`config.mk`:
```
export PLATFORM = sky130hd
export DESIGN_NAME = co2_sensor_frame_engine
export DESIGN_NICKNAME = d
export VERILOG_FILES = /design/src/rtl/core/cse_pkg.sv /design/src/rtl/core/cse_cfg.sv /design/src/rtl/core/cse_ctrl.sv /design/src/rtl/core/cse_tx.sv /design/src/rtl/core/co2_sensor_frame_engine.sv
export SDC_FILE = /design/constraint.sdc
export NUM_CORES = 1
export LEC_CHECK = 0
export BUFFER_PORTS_ARGS = -buffer_cell sky130_fd_sc_hd__buf_2
export CAP_MARGIN = 30
export CORE_ASPECT_RATIO = 2
export CORE_MARGIN = 2
export CORE_UTILIZATION = 45
export CTS_CLUSTER_DIAMETER = 60
export CTS_CLUSTER_SIZE = 12
export DETAILED_ROUTE_END_ITERATION = 10
export PLACE_DENSITY = 0.64
export SETUP_SLACK_MARGIN = 0.05
export SLEW_MARGIN = 10
export SYNTH_ARGS = -nofsm -noshare
export SYNTH_HDL_FRONTEND = slang
export SYNTH_SLANG_ARGS = --single-unit
export TNS_END_PERCENT = 10
```
`constraint.sdc`:
```
create_clock -name clk -period 7.8 [get_ports clk]
set_clock_uncertainty 0.05 [all_clocks]
set_input_delay 0.39 -clock clk [delete_from_list [all_inputs] [get_ports clk]]
set_output_delay 0.39 -clock clk [all_outputs]
set_load 0.01 [all_outputs]
```
`src/rtl/core/cse_pkg.sv`:
```
package cse_pkg;

  // frame geometry
  localparam int FRAME_BYTES = 9;
  localparam int IDX_W       = $clog2(FRAME_BYTES);
  localparam logic [IDX_W-1:0] LAST_IDX = IDX_W'(FRAME_BYTES - 1);

  // actions
  localparam logic [1:0] ACT_READ = 2'd0;
  localparam logic [1:0] ACT_CAL  = 2'd1;
  localparam logic [1:0] ACT_BYTE = 2'd2;
  localparam logic [1:0] ACT_TICK = 2'd3;

  // completion status codes
  localparam logic [1:0] STAT_OK      = 2'd0;
  localparam logic [1:0] STAT_TIMEOUT = 2'd1;
  localparam logic [1:0] STAT_BAD_HDR = 2'd2;
  localparam logic [1:0] STAT_BAD_CKS = 2'd3;

  // result kinds
  localparam logic KIND_TX     = 1'b0;
  localparam logic KIND_STATUS = 1'b1;

  // descriptor kinds handed from the control to the serializer
  localparam logic [1:0] DESC_READ   = 2'd0;
  localparam logic [1:0] DESC_CAL    = 2'd1;
  localparam logic [1:0] DESC_STATUS = 2'd2;

  // register map
  localparam logic REG_TIMEOUT = 1'b0;
  localparam logic [15:0] TIMEOUT_RESET = 16'd200;

  // protocol bytes
  localparam logic [7:0] HDR_START  = 8'hFF;
  localparam logic [7:0] HDR_SENSOR = 8'h01;
  localparam logic [7:0] CMD_READ   = 8'h86;
  localparam logic [7:0] CMD_ABC    = 8'h79;
  localparam logic [7:0] ABC_ON     = 8'hA0;
  localparam logic [7:0] ABC_OFF    = 8'h00;
  localparam logic [7:0] READ_CKS   = 8'h79;

  typedef struct packed {
    logic [1:0] action;
    logic [7:0] rx_byte;
    logic       abc_enable;
  } cse_in_t;

  typedef struct packed {
    logic        kind;
    logic [7:0]  tx_byte;
    logic        last;
    logic [1:0]  status;
    logic [15:0] co2_ppm;
  } cse_out_t;

  typedef struct packed {
    logic [1:0]  desc_kind;
    logic        abc;
    logic [1:0]  status;
    logic [15:0] ppm;
  } cse_desc_t;

  // byte idx of a command frame
  function automatic logic [7:0] frame_byte(input logic [1:0] desc_kind, input logic abc,
                                            input logic [IDX_W-1:0] idx);
    logic [7:0] b3;
    logic [7:0] b;
    b3 = abc ? ABC_ON : ABC_OFF;
    b  = 8'h00;
    case (idx)
      IDX_W'(0): b = HDR_START;
      IDX_W'(1): b = HDR_SENSOR;
      IDX_W'(2): b = (desc_kind == DESC_CAL) ? CMD_ABC : CMD_READ;
      IDX_W'(3): b = (desc_kind == DESC_CAL) ? b3 : 8'h00;
      IDX_W'(8): b = (desc_kind == DESC_CAL) ? 8'(8'h00 - (HDR_SENSOR + CMD_ABC + b3))
                                             : READ_CKS;
      default:   b = 8'h00;
    endcase
    return b;
  endfunction

endpackage

```
`src/rtl/core/cse_cfg.sv`:
```
module cse_cfg (
  input  logic        clk,
  input  logic        rst,
  input  logic        psel,
  input  logic        penable,
  input  logic        pwrite,
  input  logic [2:0]  paddr,
  input  logic [31:0] pwdata,
  output logic [31:0] prdata,
  output logic        pready,
  output logic [15:0] timeout_ticks
);
  import cse_pkg::*;

  logic wr_en;

  assign wr_en  = psel && penable && pwrite && (paddr[2] == REG_TIMEOUT);
  assign pready = 1'b1;

  always_ff @(posedge clk) begin
    if (rst) begin
      timeout_ticks <= TIMEOUT_RESET;
    end else if (wr_en) begin
      timeout_ticks <= pwdata[15:0];
    end
  end

  always_comb begin
    if (paddr[2] == REG_TIMEOUT) begin
      prdata = {16'h0000, timeout_ticks};
    end else begin
      prdata = 32'h0000_0000;
    end
  end

endmodule

```
`src/rtl/core/cse_ctrl.sv`:
```
module cse_ctrl (
  input  logic              clk,
  input  logic              rst,
  input  logic              fire,
  input  cse_pkg::cse_in_t  item,
  input  logic [15:0]       timeout_ticks,
  output logic              desc_valid,
  output cse_pkg::cse_desc_t desc
);
  import cse_pkg::*;

  logic             waiting, waiting_next;
  logic [IDX_W-1:0] byte_count, byte_count_next;
  logic [15:0]      tick_count, tick_count_next;
  logic [7:0]       running_sum, running_sum_next;
  logic             header_ok, header_ok_next;
  logic [7:0]       ppm_high, ppm_high_next;
  logic [7:0]       ppm_low, ppm_low_next;
  logic [15:0]      tick_inc;

  assign tick_inc = (tick_count != 16'hFFFF) ? 16'(tick_count + 16'd1) : tick_count;

  always_comb begin
    waiting_next     = waiting;
    byte_count_next  = byte_count;
    tick_count_next  = tick_count;
    running_sum_next = running_sum;
    header_ok_next   = header_ok;
    ppm_high_next    = ppm_high;
    ppm_low_next     = ppm_low;
    desc_valid       = 1'b0;
    desc             = '0;
    case (item.action)
      ACT_READ: begin
        waiting_next     = 1'b1;
        byte_count_next  = '0;
        tick_count_next  = '0;
        running_sum_next = '0;
        header_ok_next   = 1'b1;
        ppm_high_next    = '0;
        ppm_low_next     = '0;
        desc_valid       = 1'b1;
        desc.desc_kind   = DESC_READ;
      end
      ACT_CAL: begin
        if (!waiting) begin
          desc_valid     = 1'b1;
          desc.desc_kind = DESC_CAL;
          desc.abc       = item.abc_enable;
        end
      end
      ACT_BYTE: begin
        if (waiting) begin
          if (byte_count == IDX_W'(0) && item.rx_byte != HDR_START) header_ok_next = 1'b0;
          if (byte_count == IDX_W'(1) && item.rx_byte != CMD_READ)  header_ok_next = 1'b0;
          if (byte_count == IDX_W'(2)) ppm_high_next = item.rx_byte;
          if (byte_count == IDX_W'(3)) ppm_low_next  = item.rx_byte;
          if (byte_count != IDX_W'(0) && byte_count != LAST_IDX) begin
            running_sum_next = 8'(running_sum + item.rx_byte);
          end
          if (byte_count != LAST_IDX) begin
            byte_count_next = IDX_W'(byte_count + IDX_W'(1));
          end else begin
            // ninth byte closes the response
            waiting_next    = 1'b0;
            byte_count_next = '0;
            desc_valid      = 1'b1;
            desc.desc_kind  = DESC_STATUS;
            if (!header_ok) begin
              desc.status = STAT_BAD_HDR;
            end else if (item.rx_byte != 8'(8'h00 - running_sum)) begin
              desc.status = STAT_BAD_CKS;
            end else begin
              desc.status = STAT_OK;
              desc.ppm    = {ppm_high, ppm_low};
            end
          end
        end
      end
      ACT_TICK: begin
        if (waiting) begin
          tick_count_next = tick_inc;
          if (tick_inc >= timeout_ticks) begin
            waiting_next    = 1'b0;
            byte_count_next = '0;
            desc_valid      = 1'b1;
            desc.desc_kind  = DESC_STATUS;
            desc.status     = STAT_TIMEOUT;
          end
        end
      end
      default: begin
        desc_valid = 1'b0;
      end
    endcase
  end

  always_ff @(posedge clk) begin
    if (rst) begin
      waiting     <= 1'b0;
      byte_count  <= '0;
      tick_count  <= '0;
      running_sum <= '0;
      header_ok   <= 1'b1;
      ppm_high    <= '0;
      ppm_low     <= '0;
    end else if (fire) begin
      waiting     <= waiting_next;
      byte_count  <= byte_count_next;
      tick_count  <= tick_count_next;
      running_sum <= running_sum_next;
      header_ok   <= header_ok_next;
      ppm_high    <= ppm_high_next;
      ppm_low     <= ppm_low_next;
    end
  end

  a_idle_count: assert property (@(posedge clk) disable iff (rst)
    !waiting |-> byte_count == '0)
    else $error("byte count nonzero while idle");

  a_count_range: assert property (@(posedge clk) disable iff (rst)
    byte_count <= LAST_IDX)
    else $error("byte count past frame end");

endmodule

```
`src/rtl/core/cse_tx.sv`:
```
module cse_tx (
  input  logic               clk,
  input  logic               rst,
  input  logic               load,
  input  cse_pkg::cse_desc_t desc,
  output logic               free,
  output logic               out_valid,
  input  logic               out_ready,
  output cse_pkg::cse_out_t  out_data
);
  import cse_pkg::*;

  logic             a_valid;
  cse_desc_t        a_desc;
  logic [IDX_W-1:0] a_idx;
  logic [IDX_W-1:0] a_last;
  logic             beat_move;
  logic             a_done;
  cse_out_t         beat;

  assign a_last    = (a_desc.desc_kind == DESC_STATUS) ? IDX_W'(0) : LAST_IDX;
  assign beat_move = a_valid && (!out_valid || out_ready);
  assign a_done    = beat_move && (a_idx == a_last);
  assign free      = !a_valid || a_done;

  always_comb begin
    beat = '0;
    if (a_desc.desc_kind == DESC_STATUS) begin
      beat.kind    = KIND_STATUS;
      beat.last    = 1'b1;
      beat.status  = a_desc.status;
      beat.co2_ppm = a_desc.ppm;
    end else begin
      beat.kind    = KIND_TX;
      beat.tx_byte = frame_byte(a_desc.desc_kind, a_desc.abc, a_idx);
      beat.last    = (a_idx == LAST_IDX);
    end
  end

  always_ff @(posedge clk) begin
    if (rst) begin
      a_valid   <= 1'b0;
      a_idx     <= '0;
      out_valid <= 1'b0;
    end else begin
      if (load) begin
        a_valid <= 1'b1;
        a_idx   <= '0;
      end else if (a_done) begin
        a_valid <= 1'b0;
      end else if (beat_move) begin
        a_idx <= IDX_W'(a_idx + IDX_W'(1));
      end
      if (beat_move) begin
        out_valid <= 1'b1;
      end else if (out_ready) begin
        out_valid <= 1'b0;
      end
    end
  end

  always_ff @(posedge clk) begin
    if (load) begin
      a_desc <= desc;
    end
    if (beat_move) begin
      out_data <= beat;
    end
  end

  a_idx_range: assert property (@(posedge clk) disable iff (rst)
    a_valid |-> a_idx <= a_last)
    else $error("serializer index past descriptor end");

  a_status_last: assert property (@(posedge clk) disable iff (rst)
    out_valid && (out_data.kind == KIND_STATUS) |-> out_data.last)
    else $error("status transaction without last");

  a_drain: assert property (@(posedge clk) disable iff (rst)
    a_done && !load |=> !a_valid)
    else $error("serializer busy after final beat");

  a_hold: assert property (@(posedge clk) disable iff (rst)
    out_valid && !out_ready |=> out_valid && $stable(out_data))
    else $error("stalled result changed");

endmodule

```
`src/rtl/core/co2_sensor_frame_engine.sv`:
```
// Framing engine for a nine-byte UART CO2 sensor protocol. Each input
// transaction carries one action: start a read (emits the nine-byte read
// command and arms the response collector), send the auto-calibration
// command (nine bytes, checksum derived from abc_enable, dropped while a read
// is pending), deliver one received byte, or advance the timeout tick. A read
// finishes with exactly one status transaction (ok with co2_ppm, timeout, bad
// header, or bad checksum). Received bytes and ticks are folded into the
// state in the cycle they are accepted; results go out through a serializer
// and an output register, so a stalled output does not hold off the input
// until the serializer itself is occupied. Rate: any action is taken when
// the serializer is empty or on its final beat, so while it is idle one
// transaction goes in per cycle. A command frame occupies the serializer for
// all nine bytes (one byte per cycle on the output while it is not stalled)
// and a status result for its single beat; every action that arrives behind
// a frame waits, even one that makes no result; output stalls prolong the wait.
// timeout_ticks sits at byte address 0 of the register port, resets to 200,
// and a new value applies at the next tick.
module co2_sensor_frame_engine (
  input  logic              clk,
  input  logic              rst,
  // input channel
  input  logic              in_valid,
  output logic              in_ready,
  input  cse_pkg::cse_in_t  in_data,
  // result channel
  output logic              out_valid,
  input  logic              out_ready,
  output cse_pkg::cse_out_t out_data,
  // register port
  input  logic              psel,
  input  logic              penable,
  input  logic              pwrite,
  input  logic [2:0]        paddr,
  input  logic [31:0]       pwdata,
  output logic [31:0]       prdata,
  output logic              pready
);
  import cse_pkg::*;

  logic        accept;
  logic        desc_valid;
  cse_desc_t   desc;
  logic        tx_free;
  logic [15:0] timeout_ticks;

  // a transaction is taken whenever the serializer can absorb what it makes
  assign in_ready = tx_free;
  assign accept   = in_valid && in_ready;

  // configuration register
  cse_cfg u_cfg (
    .clk           (clk),
    .rst           (rst),
    .psel          (psel),
    .penable       (penable),
    .pwrite        (pwrite),
    .paddr         (paddr),
    .pwdata        (pwdata),
    .prdata        (prdata),
    .pready        (pready),
    .timeout_ticks (timeout_ticks)
  );

  // protocol state, updated in the accept cycle
  cse_ctrl u_ctrl (
    .clk           (clk),
    .rst           (rst),
    .fire          (accept),
    .item          (in_data),
    .timeout_ticks (timeout_ticks),
    .desc_valid    (desc_valid),
    .desc          (desc)
  );

  // frame / status serializer with output register
  cse_tx u_tx (
    .clk       (clk),
    .rst       (rst),
    .load      (accept && desc_valid),
    .desc      (desc),
    .free      (tx_free),
    .out_valid (out_valid),
    .out_ready (out_ready),
    .out_data  (out_data)
  );

endmodule
```
* Word-level counts from Yosys, hierarchy flattened
Index checks and enable logic that the tools add are counted.
Word-level totals: output and inout port bits 63, logic and storage cells 152, bits of input ports 53, register bits after elaboration 117
Operators by class: muxes and demuxes 59, equality and inequality tests 25, bitwise operators 6, add/subtract/negate cells 7, reduce and logical (&&, ||, !) cells 34, magnitude comparators 1
Operators by type and width (number):
- $mux 16 | 5
- $mux 8 | 10
- $pmux 8 s2 | 3
- $pmux 8 s5 | 1
- $mux 18 | 2
- $pmux 16 s2 | 1
- $mux 4 | 5
- $mux 1 | 18
- $add 16x1->16 const B | 1
- $eq 4x2->1 const B | 4
- $ge 16x16->1 | 1
- $mux 2 | 8
- $ne 16x16->1 const B | 1
- $ne 8x8->1 const B | 2
- $reduce_and 4->1 | 4
- $sub 1x8->8 const A | 2
- $ne 2x1->1 const B | 6
- $pmux 4 s3 | 1
- $logic_and 1x1->1 | 10
- $add 4x1->4 const B | 2
- $add 7x8->8 const A | 1
- $add 8x8->8 | 1
- $eq 4x1->1 const B | 2
- $logic_not 4->1 | 2
- 24 further kinds | 39

* Longest topological paths before layout
word-level depth 8, depth in mapped cells 13, mapped depth without buffers 13

* Modules after synthesis
Synthesis repeated with hierarchy kept, for this count alone.
Second synthesis, totals: cells, all modules 686, area total of the unflattened synthesis 6453.7 um^2
By module, submodules not included:
- cse_ctrl | instances 1, cells an instance 444, area each 3384.5 um^2
- cse_tx | instances 1, cells an instance 134, area each 2084.5 um^2
- cse_cfg | instances 1, cells an instance 106, area each 972.2 um^2
- co2_sensor_frame_engine | instances 1, cells an instance 2, area each 12.5 um^2

* Worst setup path before layout
Ideal clock, no wire load.
path kind register to register, start point register u_ctrl.tick_count[5], end point register u_tx.a_desc[0] (netlist bit), enable pin, setup slack 3484 ps, library setup time 406 ps, cell stages (with the launch flop) 14, data arrival time 3860 ps, path through dfxtp_1 > clkbuf_1 > and4_1 > nand2_1 > nor4_1 > nor2_1 > xor2_1 > ha_1 > o21a_1 > nor2_1 > o31ai_1 > a211oi_1 > nand2b_1 > a21oi_1
Between the ends: longest elaborated chain between the ends 7, elaborated cells on any way between the ends 8
Ends and longest elaborated chain:
- start: declaration | RTL line cse_ctrl.sv:14 | logic [15:0] tick_count, tick_count_next;
- start signal: assignment | RTL line cse_ctrl.sv:110 | tick_count <= tick_count_next;
- $add 16x1->16 or $ne 16x16->1 (tied branches) | RTL line cse_ctrl.sv:21 | assign tick_inc = (tick_count != 16'hFFFF) ? 16'(tick_count + 16'd1) : tick_count;
- $mux 16 (*) | RTL line cse_ctrl.sv:21
- $ge 16x16->1 (*) | RTL line cse_ctrl.sv:83 | if (tick_inc >= timeout_ticks) begin
- $mux 1 (*) | RTL line cse_ctrl.sv:83
- $mux 1 (*) | RTL line cse_ctrl.sv:81 | if (waiting) begin
- $pmux 1 s4 (*) | RTL line cse_ctrl.sv:33 | case (item.action)
- $logic_and 1x1->1 (*) | RTL line co2_sensor_frame_engine.sv:79 | .load (accept && desc_valid),
- via u_tx.load | RTL line cse_tx.sv:4 | input logic load,
- end signal: assignment | RTL line cse_tx.sv:64 | a_desc <= desc;
- end: declaration | RTL line cse_tx.sv:14 | cse_desc_t a_desc;
The timed path passes the listed nets; every way through them passes the cells marked *. A chain may end at the register's enable or synchronous reset.

* Final worst setup path
start point register u_ctrl.tick_count[0], end point register u_tx.a_desc[2] (netlist bit), enable pin
Same word-level chain as after synthesis.

==> impl_results.md <==
- Status: finished, final reports clean
- Post-synth top flop: dfxtp_1
- TritonCTS Sinks: 115
- Nets: 823
- Final ANT Viol Nets: 0
- Hold crit path type: in -> reg
- Setup_tns: 0 ns
- Reg clk slew, reported paths: 0.06 ns
- Top-area cell type share of the netlist area: 22.7%
- H-tree level count: 4
- Yosys warns: 0
- CTS buffer count: 17
- Crit start category: flip-flop
- RSZ-0062 raised after global routing: false
- Critical Path, Cell by Cell: ha_1 > nand4_1 > nor4_1 > xor2_1 > ha_1 > nand2b_1 > a2111oi_0 > o31ai_1 > a211oi_1 > nand2b_1 > a21oi_2 > buf_6
- Port Buffer Count: 80
- CTS Hold Buffers Added: 0
- Slowest Stage Delay on Critical Path: 0.79 ns
- Vias per inst: 5.43
- Die H: 170 um
- WL final: 13700 um
- Final core occ: 53.8%
- Max cap viols: 0
- CTS tree: yes
- First-pass GRT wire length: 22600 um
- Register bit total from synthesis: 115
- Pwr per Cell Area: 206 mW/mm^2
- Crit Path Max Fanout: 17
- WP data arrival: 4.60 ns
- Post-DP HPWL: 10400 um
- CTS resizes: 0
- Largest net degree at the start of global routing: 55
- Critical Path Sink Type: flip-flop
- Area Growth Syn to Fin: 16.4%
- Post-CTS setup buffers: 0
- Synth area leader: edfxtp_1
- CP required: 7.91 ns
- Syn avg cell area: 9.36 sq um
- Final Max Tran Viols: 0
- Synth top cells by count: dfxtp_1, nand2_1, nor2_1
- Die width: 87.0 um
- Vias in the first global route: 4811
- Async set-reset flop share out of synthesis: 0%
- Clk_lat worst skew: 0.41 ns
- Most frequent cell after synthesis: dfxtp_1
- RD Place Congestion: 0.859
- I/O pin total: 116
- Synth top area cells: edfxtp_1, dfxtp_1, ha_1, and2_1, a21oi_1
- Setup-failing EPs final: 0
- Least-Margin Pin Slew: 1.05 ns
- Max Root-Sink Buffers: 2
- First-pass detailed-route iteration total: 4
- Fillers: 1201
- DR WL/cell: 15.1 um
- Gate Count Post-Synth: 663
- Max Freq: 0.223 GHz
- Initial DRC Count: 197
- Row cnt: 60
- Worst relative slew slack: 29.9%
- Tmin final: 4.49 ns
- Hold Fails Final Rpt: 0
- Number of synthesized flops with an enable pin: 47
- Count of cell types in the netlist: 66
- # DRC: 0
- Starting Density: 46.2%
- Tcrit/Tclk final: 57.5%
- Static Leak: 3.02 nW
- Initial antenna violation count: 0
- Critical path class: reg -> reg
- Worst VDD drop: 156 uV
- Via count: 4913
- Clock root buffer: clkbuf_16
- Antenna diodes: 0
- Hold Slack: 0.139 ns
- Worst path slowest cell: nor4_1
- GRT Total Usage: 19.4%
- Die area: 0.0148 sq mm
- Ratio of cells with drive above 1 in the final layout: 17.1%
- Register area share after synthesis: 44.7%
- Syn Std Cell Area: 0.00621 sq mm
- Total global routing overflow: 0
- Core ar.: 0.0134 sq mm
per-stage QoR:
step | area [sq um] | total power, W | setup WS [ns] | cells
2_1_floorplan | 6260 | 0.000744 | 3.48 | 678
5_1_grt | 7230 | 0.00155 | 3.12 | 904
4_1_cts | 7210 | 0.00150 | 3.39 | 903
3_3_place_gp | 6630 | 0.000773 | 3.47 | 869
3_5_place_dp | 6650 | 0.000778 | 3.41 | 871
6_report | 7230 | 0.00149 | 3.31 | 904
final timing paths:
kind / slack (ns) / startpoint / end / cells after the start
worst min-delay path: 0.14 / pwdata[3] / u_cfg.timeout_ticks[3] / 2
worst max register to register: 3.31 / u_ctrl.tick_count[0] / u_tx.a_desc[2] / 12
worst min register to register: 0.40 / u_cfg.timeout_ticks[11] / u_cfg.timeout_ticks[11] / 2
worst max-delay path: 3.31 / u_ctrl.tick_count[0] / u_tx.a_desc[2] / 12
critical path: cells and delay by family, from the launching register on:
kind                     cells  cell delay, ns
AND/OR/NAND/NOR              4            1.38
AO/OA/AOI/OAI                4            1.34
adder cells (fa/ha/maj)      2            0.58
flip-flops                   1            0.44
buffers and inverters        1            0.24
XOR/XNOR                     1            0.20
sequential cells by signal, summed over array words and instances, names as in the netlist, 4 cells and up:
name	flops
u_tx.a_desc	21
u_ctrl.ppm_high	8
u_ctrl.byte_count	4
u_tx.out_data	26
u_ctrl.running_sum	8
u_tx.a_idx	4
u_ctrl.tick_count	16
u_ctrl.ppm_low	8
u_cfg.timeout_ticks	16
routing by layer:
layer	wire [um]	global-route usage (%)
met5	0	0
met4	374	7.95
met3	487	4.22
met1	5290	21.3
met2	7510	35.0
cell type report:
class                   count  area, sq um  area share, %
multi-input cells         481         3110           43.0
flip-flops and latches    115         2770           38.4
repair buffers             86          465           6.44
clock buffers              18          429           5.94
well taps                 155          194           2.68
inverters                  35          131           1.82
clock inverters            14          128           1.77
logic make-up (layout without fill, tap and decap cells):
group	Yosys count	after routing	synth area share, %
mux	23	23	3.77
other cells	2	17	0.121
compound gates	122	122	13.0
xor+xnor	26	26	3.97
simple gates	259	259	21.3
flops	115	115	44.7
buf+inv	82	153	6.25
fa+ha+maj	34	34	6.97
cells in the final DEF (no fill, tap or decap), drive strengths merged, types with 3 or more instances in the layout:
cell type,n
buf,86
a2111oi,4
a211o,7
xnor2,13
o21bai,3
nor2,58
a31oi,4
nor3b,5
nand3,23
and2,46
clkinv,6
edfxtp,47
nand4,8
o21ai,14
conb,17
dfxtp,68
inv,40
nor2b,7
mux2i,20
a21oi,52
a22o,8
mux2,3
nand2,59
a21o,5
o21a,4
nor3,17
nand2b,10
clkbuf,18
ha,33
xor2,13
or3,13
power breakdown:
| part | leakage (nW) | switching (W) | internal (W) |
|---|---|---|---|
| logic | 1.76 | 0.0000725 | 0.0000425 |
| registers | 0.991 | 0.00000671 | 0.000644 |
| clock network | 0.267 | 0.000283 | 0.000441 |
| total | 3.02 | 0.000362 | 0.00113 |
Note: power is estimated with default switching activity, not from simulation.
